==> config.mk <==
export PLATFORM = sky130hd
export DESIGN_NAME = swd_ring
export DESIGN_NICKNAME = d
export VERILOG_FILES = /design/src/design/swd_pkg.sv /design/src/design/swd_ring.sv
export SDC_FILE = /design/constraint.sdc
export NUM_CORES = 1
export LEC_CHECK = 0
export BUFFER_PORTS_ARGS = -buffer_cell sky130_fd_sc_hd__buf_2
export CELL_PAD_IN_SITES_DETAIL_PLACEMENT = 1
export CELL_PAD_IN_SITES_GLOBAL_PLACEMENT = 2
export CORE_ASPECT_RATIO = 2
export CORE_MARGIN = 5
export CORE_UTILIZATION = 29
export DETAILED_ROUTE_END_ITERATION = 10
export GPL_TIMING_DRIVEN = 0
export HOLD_SLACK_MARGIN = 0.06
export PLACE_DENSITY = 0.59
export SLEW_MARGIN = 10
export SYNTH_ARGS = -nofsm -noshare
export SYNTH_HDL_FRONTEND = slang
export SYNTH_SLANG_ARGS = --single-unit
==> constraint.sdc <==
create_clock -name clk_i -period 7.4 [get_ports clk_i]
set_clock_uncertainty 0.15 [all_clocks]
set_input_delay 1.48 -clock clk_i [delete_from_list [all_inputs] [get_ports clk_i]]
set_output_delay 1.48 -clock clk_i [all_outputs]
set_load 0.03 [all_outputs]
==> src/design/swd_pkg.sv <==
package swd_pkg;

  localparam int ANGLE_W = 12;
  localparam int DIST_W  = 16;
  localparam int POS_W   = 16;
  localparam int TRIG_W  = 5;
  localparam int GAP_W   = 16;
  localparam int LIMIT_W = 34;
  localparam int MOOD_W  = 2;
  localparam int SOUND_W = 2;
  localparam int CFG_IDX_W  = 3;
  localparam int CFG_DATA_W = 34;

  localparam logic [CFG_IDX_W-1:0] CFG_SECTOR_LOW  = 3'd0;
  localparam logic [CFG_IDX_W-1:0] CFG_SECTOR_HIGH = 3'd1;
  localparam logic [CFG_IDX_W-1:0] CFG_NEAR_THR    = 3'd2;
  localparam logic [CFG_IDX_W-1:0] CFG_WIN_TRIG    = 3'd3;
  localparam logic [CFG_IDX_W-1:0] CFG_SOUND_GAP   = 3'd4;
  localparam logic [CFG_IDX_W-1:0] CFG_RECOVER_SQ  = 3'd5;

  localparam logic [ANGLE_W-1:0] RST_SECTOR_LOW  = 12'd700;
  localparam logic [ANGLE_W-1:0] RST_SECTOR_HIGH = 12'd2900;
  localparam logic [DIST_W-1:0]  RST_NEAR_THR    = 16'd70;
  localparam logic [TRIG_W-1:0]  RST_WIN_TRIG    = 5'd10;
  localparam logic [GAP_W-1:0]   RST_SOUND_GAP   = 16'd5;
  localparam logic [LIMIT_W-1:0] RST_RECOVER_SQ  = 34'd10000;

  localparam logic [SOUND_W-1:0] SND_NONE = 2'd0;
  localparam logic [SOUND_W-1:0] SND_ESC  = 2'd1;
  localparam logic [SOUND_W-1:0] SND_REC  = 2'd2;

  localparam logic [GAP_W-1:0] TICKS_MAX = 16'hFFFF;

  localparam int ACT_BEAM = 0;
  localparam int ACT_TICK = 1;

endpackage

==> src/design/swd_ring.sv <==
module swd_ring import swd_pkg::*; #(
  parameter int WINDOW_LEN = 20
) (
  input  logic              clk_i,
  input  logic              rst_ni,
  input  logic              close_i,
  input  logic              blocked_i,
  input  logic [TRIG_W-1:0] trigger_i,
  output logic              stuck_o
);

  localparam int PTR_W = (WINDOW_LEN > 1) ? $clog2(WINDOW_LEN) : 1;
  localparam int CNT_W = $clog2(WINDOW_LEN + 1);
  localparam int CMP_W = (CNT_W > TRIG_W) ? CNT_W : TRIG_W;

  logic [WINDOW_LEN-1:0] ring_q, ring_d;
  logic [PTR_W-1:0]      ptr_q, ptr_d;
  logic [CNT_W-1:0]      cnt_q, cnt_d;
  logic [CNT_W-1:0]      cnt_sum;
  logic [CMP_W-1:0]      cnt_ext, trig_ext;
  logic                  stuck;

  always_comb begin
    cnt_sum  = cnt_q - CNT_W'(ring_q[ptr_q]) + CNT_W'(blocked_i);
    cnt_ext  = CMP_W'(cnt_sum);
    trig_ext = CMP_W'(trigger_i);
    stuck    = close_i && (cnt_ext > trig_ext);
    ring_d   = ring_q;
    ptr_d    = ptr_q;
    cnt_d    = cnt_q;
    if (close_i) begin
      ring_d[ptr_q] = blocked_i;
      cnt_d         = cnt_sum;
      ptr_d         = (ptr_q == PTR_W'(WINDOW_LEN - 1)) ? '0 : ptr_q + 1'b1;
      if (stuck) begin
        ring_d = '0;
        cnt_d  = '0;
      end
    end
  end

  always_ff @(posedge clk_i or negedge rst_ni) begin
    if (!rst_ni) begin
      ring_q <= '0;
      ptr_q  <= '0;
      cnt_q  <= '0;
    end else begin
      ring_q <= ring_d;
      ptr_q  <= ptr_d;
      cnt_q  <= cnt_d;
    end
  end

  assign stuck_o = stuck;

endmodule

Word-level counts from Yosys, hierarchy flattened:

Cells that the tools add are included.
W data, S select, Z words.

* logic and storage cells: 20
* flip-flop bits (word level): 30

* order comparisons: 3
* equality and inequality tests: 1
* reduce and logical (&&, ||, !) cells: 2
* mux-type cells: 8
* add/sub/neg operators: 3

Operators with widths (number)
* $bwmux W20: 1
* $mux W20: 1
* $mux W5: 2
* $lt A5 B6 Y1 const B: 1
* $add A5 B1 Y5: 1
* $add A5 B1 Y5 const B: 1
* $bmux W1 S5: 1
* $demux W1 S5: 1
* $eq A5 B5 Y1 const B: 1
* $ge A5 B1 Y1 const B: 1
* $gt A5 B5 Y1: 1
* $sub A5 B1 Y5: 1
* $logic_and A1 B1 Y1: 2
* $mux W1: 2

Longest topological paths before layout:

* depth after elaboration: 7
* mapped depth: 22
* gate-level depth less buffers: 19

Least setup slack after synthesis:

OpenSTA, ideal clock, no wires.

* path kind: flip-flop to output port
* start point: register ptr_q[0]
* end point: output port stuck_o
* setup slack: 1.637 ns
* cell stages (with the launch flop): 20
* arrival: 4.133 ns
* cell sequence: dfrtp_1 -> buf_2 -> mux4_2 -> mux2i_1 -> nor3_1 -> a21oi_1 -> o31ai_1 -> ha_1 -> inv_1 -> ha_1 -> fa_1 -> a21o_1 -> a21oi_1 -> xnor2_1 -> xnor2_1 -> ha_1 -> nand4_1 -> o221ai_2 -> nand3_1 -> inv_1

* longest elaborated chain between the ends: 6

Ends and longest elaborated chain
* from (decl): RTL line swd_ring.sv:17 `logic [PTR_W-1:0] ptr_q, ptr_d;`
* from (signal assigned): RTL line swd_ring.sv:49 `ptr_q <= ptr_d;`
* $bmux W1 S5: RTL line swd_ring.sv:24 `cnt_sum = cnt_q - CNT_W'(ring_q[ptr_q]) + CNT_W'(blocked_i);`
* $mux W1 (not written as such): RTL line swd_ring.sv:24
* $sub A5 B1 Y5: RTL line swd_ring.sv:24
* $add A5 B1 Y5: RTL line swd_ring.sv:24
* $gt A5 B5 Y1: RTL line swd_ring.sv:27 `stuck = close_i && (cnt_ext > trig_ext);`
* $logic_and A1 B1 Y1: RTL line swd_ring.sv:27
* to (decl): RTL line swd_ring.sv:9 `output logic stuck_o`

No other way between the ends. The select of a mux whose other input is x is not followed.

Worst setup path in the final report:

Ends and elaborated chain as after synthesis.

==> summary.txt <==
Power
  – Worst vdd ir: 0.000147 V
  – Switching Share: 47.9%
  – Int Pwr: about 0.68 mW
  – Total Power: 1.30 mW
  – Power share of the combinational group: between 60% and 70%
  – P per Cell Area: between 500 and 600 mW/mm^2
  – Seq pwr share: 20.9%
  – Switching power: 0.621 mW
  – LEAKAGE: ~1.1 nW
  – Clock network power share: between 10% and 20%

Clocking
  – Clock sinks: 30
  – Clock root buffer: clkbuf_16
  – Longest Clk Path Bufs: 2
  – CTS tree: done
  – Number of post-CTS setup repair buffers: 0
  – CTS Buf Count: 5
  – H-Tree Depth: 2
  – Clock latency on the worst-skew pair: ~280 ps
  – CTS resizes: 0
  – Hold-fix buffers, CTS: 0
  – Reg clk slew, reported paths: ~50 ps

Final layout
  – Fillers: 913
  – Final Cell Area: 0.00245 sq mm
  – Share of layout cells above drive strength 1: 17.0%
  – Final Util: between 30% and 40%
  – Most common cell after layout, fill and taps aside: dfrtp_1
  – Sequential cell area: between 700 and 800 sq um
  – Ant. Diodes: 0
  – Finished Layout Cells: between 300 and 400
  – Nets: 288
  – Commonest non-fill, non-tap cells in the layout: 30 x dfrtp_1, 29 x o21ai_0, 28 x nand2_1
  – Area grow syn2layout: 13.5%
  – Multi-input gate area: about 0.0012 sq mm

Worst setup path
  – Largest stage delay, worst path: around 540 ps
  – Most common cell type on the critical path: ha_1
  – Bufs and invs on worst path: 4
  – Worst-path fanout max: 8
  – CP startpoint kind: register
  – CP Class: register to output pin
  – Cell family with most CP delay: adder cells
  – Worst Setup End Kind: output pin
  – CP max stage cell: mux4_2
  – CP required: around 5800 ps
  – CP Cell Sequence: buf_2 > mux4_2 > mux2i_1 > nor3_1 > a21oi_1 > o31ai_1 > ha_1 > inv_1 > ha_1 > fa_1 > a21o_1 > a21oi_1 > xnor2_1 > xnor2_1 > ha_1 > nand4_1 > o221ai_2 > nand3_1 > inv_1 > buf_2
  – Arrival @ worst endpoint: approximately 5200 ps

Global route
  – Initial antenna violation count: 0
  – Largest net degree at the start of global routing: 31
  – First-pass GRT wire length: roughly 11000 um
  – All-Layer GR Usage: approximately 15%
  – Vias in the first global route: roughly 1900
  – Total gr overflow: 0

Worst hold path
  – Hold Path Class: register to register

Yosys
  – Synth cell types: 34
  – Synth area leader: dfrtp_1
  – Post-Syn Area: between 0.002 and 0.0025 sq mm
  – Gate count of the mapped netlist: about 250
  – Syn_nets: 272
  – Yosys reg bits: 30
  – Synth top area share: between 30% and 40%
  – Synth area leaders: dfrtp_1 35%, ha_1 8.1%, o21ai_0 6.7%, mux4_2 5.2%, nand2_1 4.9%
  – Yosys warns: 0
  – Synth Area per Inst: slightly below 9 sq um
  – Seq/Total Area, Yosys: a little over a third

Route
  – Initial DRC count: 30
  – Final WL: between 6000 and 7000 um
  – Final antenna-violating net count: 0
  – Via density: a little over 5
  – Vias: about 1800
  – DRC violations left: 0
  – Wire length per cell: between 15 and 20 um
  – Router iterations before antenna repair: 2

Place
  – # port buffers: 9
  – Post-DP Area: 0.00232 sq mm
  – Pre-CTS WS: 785 ps
  – Post-DP HPWL: between 4000 and 5000 um
  – GP Congestion: approximately 0.72
  – # placed instances: around 350

Floorplan
  – Core ar.: 0.00727 sq mm
  – Starting density of the core: between 20% and 30%
  – Die Wd: between 70 and 80 um
  – Die ar.: about 0.0094 sq mm
  – Row cnt: 44
  – Die height: 132 um
  – I/O pin count: 10

Timing
  – Fin Hold WS: 355 ps
  – Setup violators final: 0
  – Slew of the pin with the lowest slew margin: 752 ps
  – RSZ-0062 raised after global routing: no
  – Max_slew headroom: between 40 and 50%
  – Fmax: between 100 and 150 MHz
  – Final period util: slightly above 90%
  – Final Max Slew Viols: 0
  – Min Tclk post-route: between 6000 and 7000 ps
  – Hold Fails Final Rpt: 0
  – Worst Setup Slack, final: slightly below 600 ps
  – Setup_tns: 0 ps

Outcome
  – Status: completed

Job
  – Max_cap viols: 0
==> synthesized netlist by cell type <==
library cell	count
nor3b_4	1
o221ai_2	1
nand2_1	28
ha_1	14
fa_1	1
nand3_1	12
o31ai_1	1
o21ai_1	13
mux4_2	5
xor2_1	1
nor2b_1	1
clkbuf_1	10
nor3b_2	2
o21ai_0	29
a21oi_1	6
nand3b_4	1
nor3_2	1
buf_6	3
inv_1	17
o22ai_1	5
dfrtp_1	30
nor3_1	3
xnor2_1	4
buf_4	1
mux2i_1	3
nor2_1	17
or2_1	1
nand4_1	2
a21o_1	3
and2_1	15
and3b_1	1
o21ai_2	11
buf_2	4
and2_4	1
==> logic make-up after synthesis <==
logic type / synth area share [%]
AO/OA/AOI/OAI: 19.1
XOR/XNOR: 2.03
adder cells (fa/ha/maj): 9.03
multiplexers: 6.60
flip-flops: 34.7
AND/OR/NAND/NOR: 21.0
buffers and inverters: 7.52
==> layout make-up <==
class	count	area share, %
clock buffer	7	5.40
tap	92	4.69
multi-input combinational	183	50.9
buffer	18	4.03
inverter	17	2.60
timing repair buffer	9	1.83
sequential	30	30.6
==> worst register-to-register path: stages, from the launching register on <==
cell,delay [ps]
dfrtp_1,380
buf_2,290
mux4_2,540
mux2i_1,150
nor3_1,60
a21oi_1,180
o31ai_1,110
ha_1,280
inv_1,40
ha_1,200
fa_1,440
a21o_1,210
a21oi_1,190
xnor2_1,200
xnor2_1,180
ha_1,290
nand4_1,130
or2_1,130
buf_6,130
clkbuf_1,370
o21ai_0,170
o21ai_0,230
o21ai_2,70
==> flip-flops by register name (all words and copies together) (netlist names) <==
signal and flops:
ptr_q 5, cnt_q 5, ring_q 20
==> per-layer routing <==
| layer | global-route usage (%) | wire length [um] | vias up |
|---|---|---|---|
| met4 | 5.86 | 127 | 0 |
| met1 | 16.3 | 2440 | 896 |
| met3 | 2.98 | 120 | 8 |
| met2 | 28.6 | 3750 | 16 |
| li1 | - | - | 882 |
| met5 | 0 | 0 | - |
==> final timing paths <==
path,start,to,slack [ps],depth (start not counted)
min reg2reg,ring_q[7],ring_q[7],360,2
max in group asynchronous,rst_ni,cnt_q[0],5490,1
min,ring_q[7],ring_q[7],360,2
max,ptr_q[0],stuck_o,580,20
max reg2reg,ptr_q[0],ring_q[0],2190,22
min in group asynchronous,rst_ni,ring_q[13],1120,1
==> power by group through the flow <==
stage / registers [mW] / clock network (mW) / logic, mW
after floorplan: 0.257 / 0 / 0.624
after global placement: 0.274 / 0 / 0.852
after detailed placement: 0.274 / 0 / 0.859
after CTS: 0.272 / 0.203 / 0.863
after global routing: 0.279 / 0.211 / 0.951
final: 0.271 / 0.195 / 0.832
Note: power is estimated with default switching activity, not from simulation.
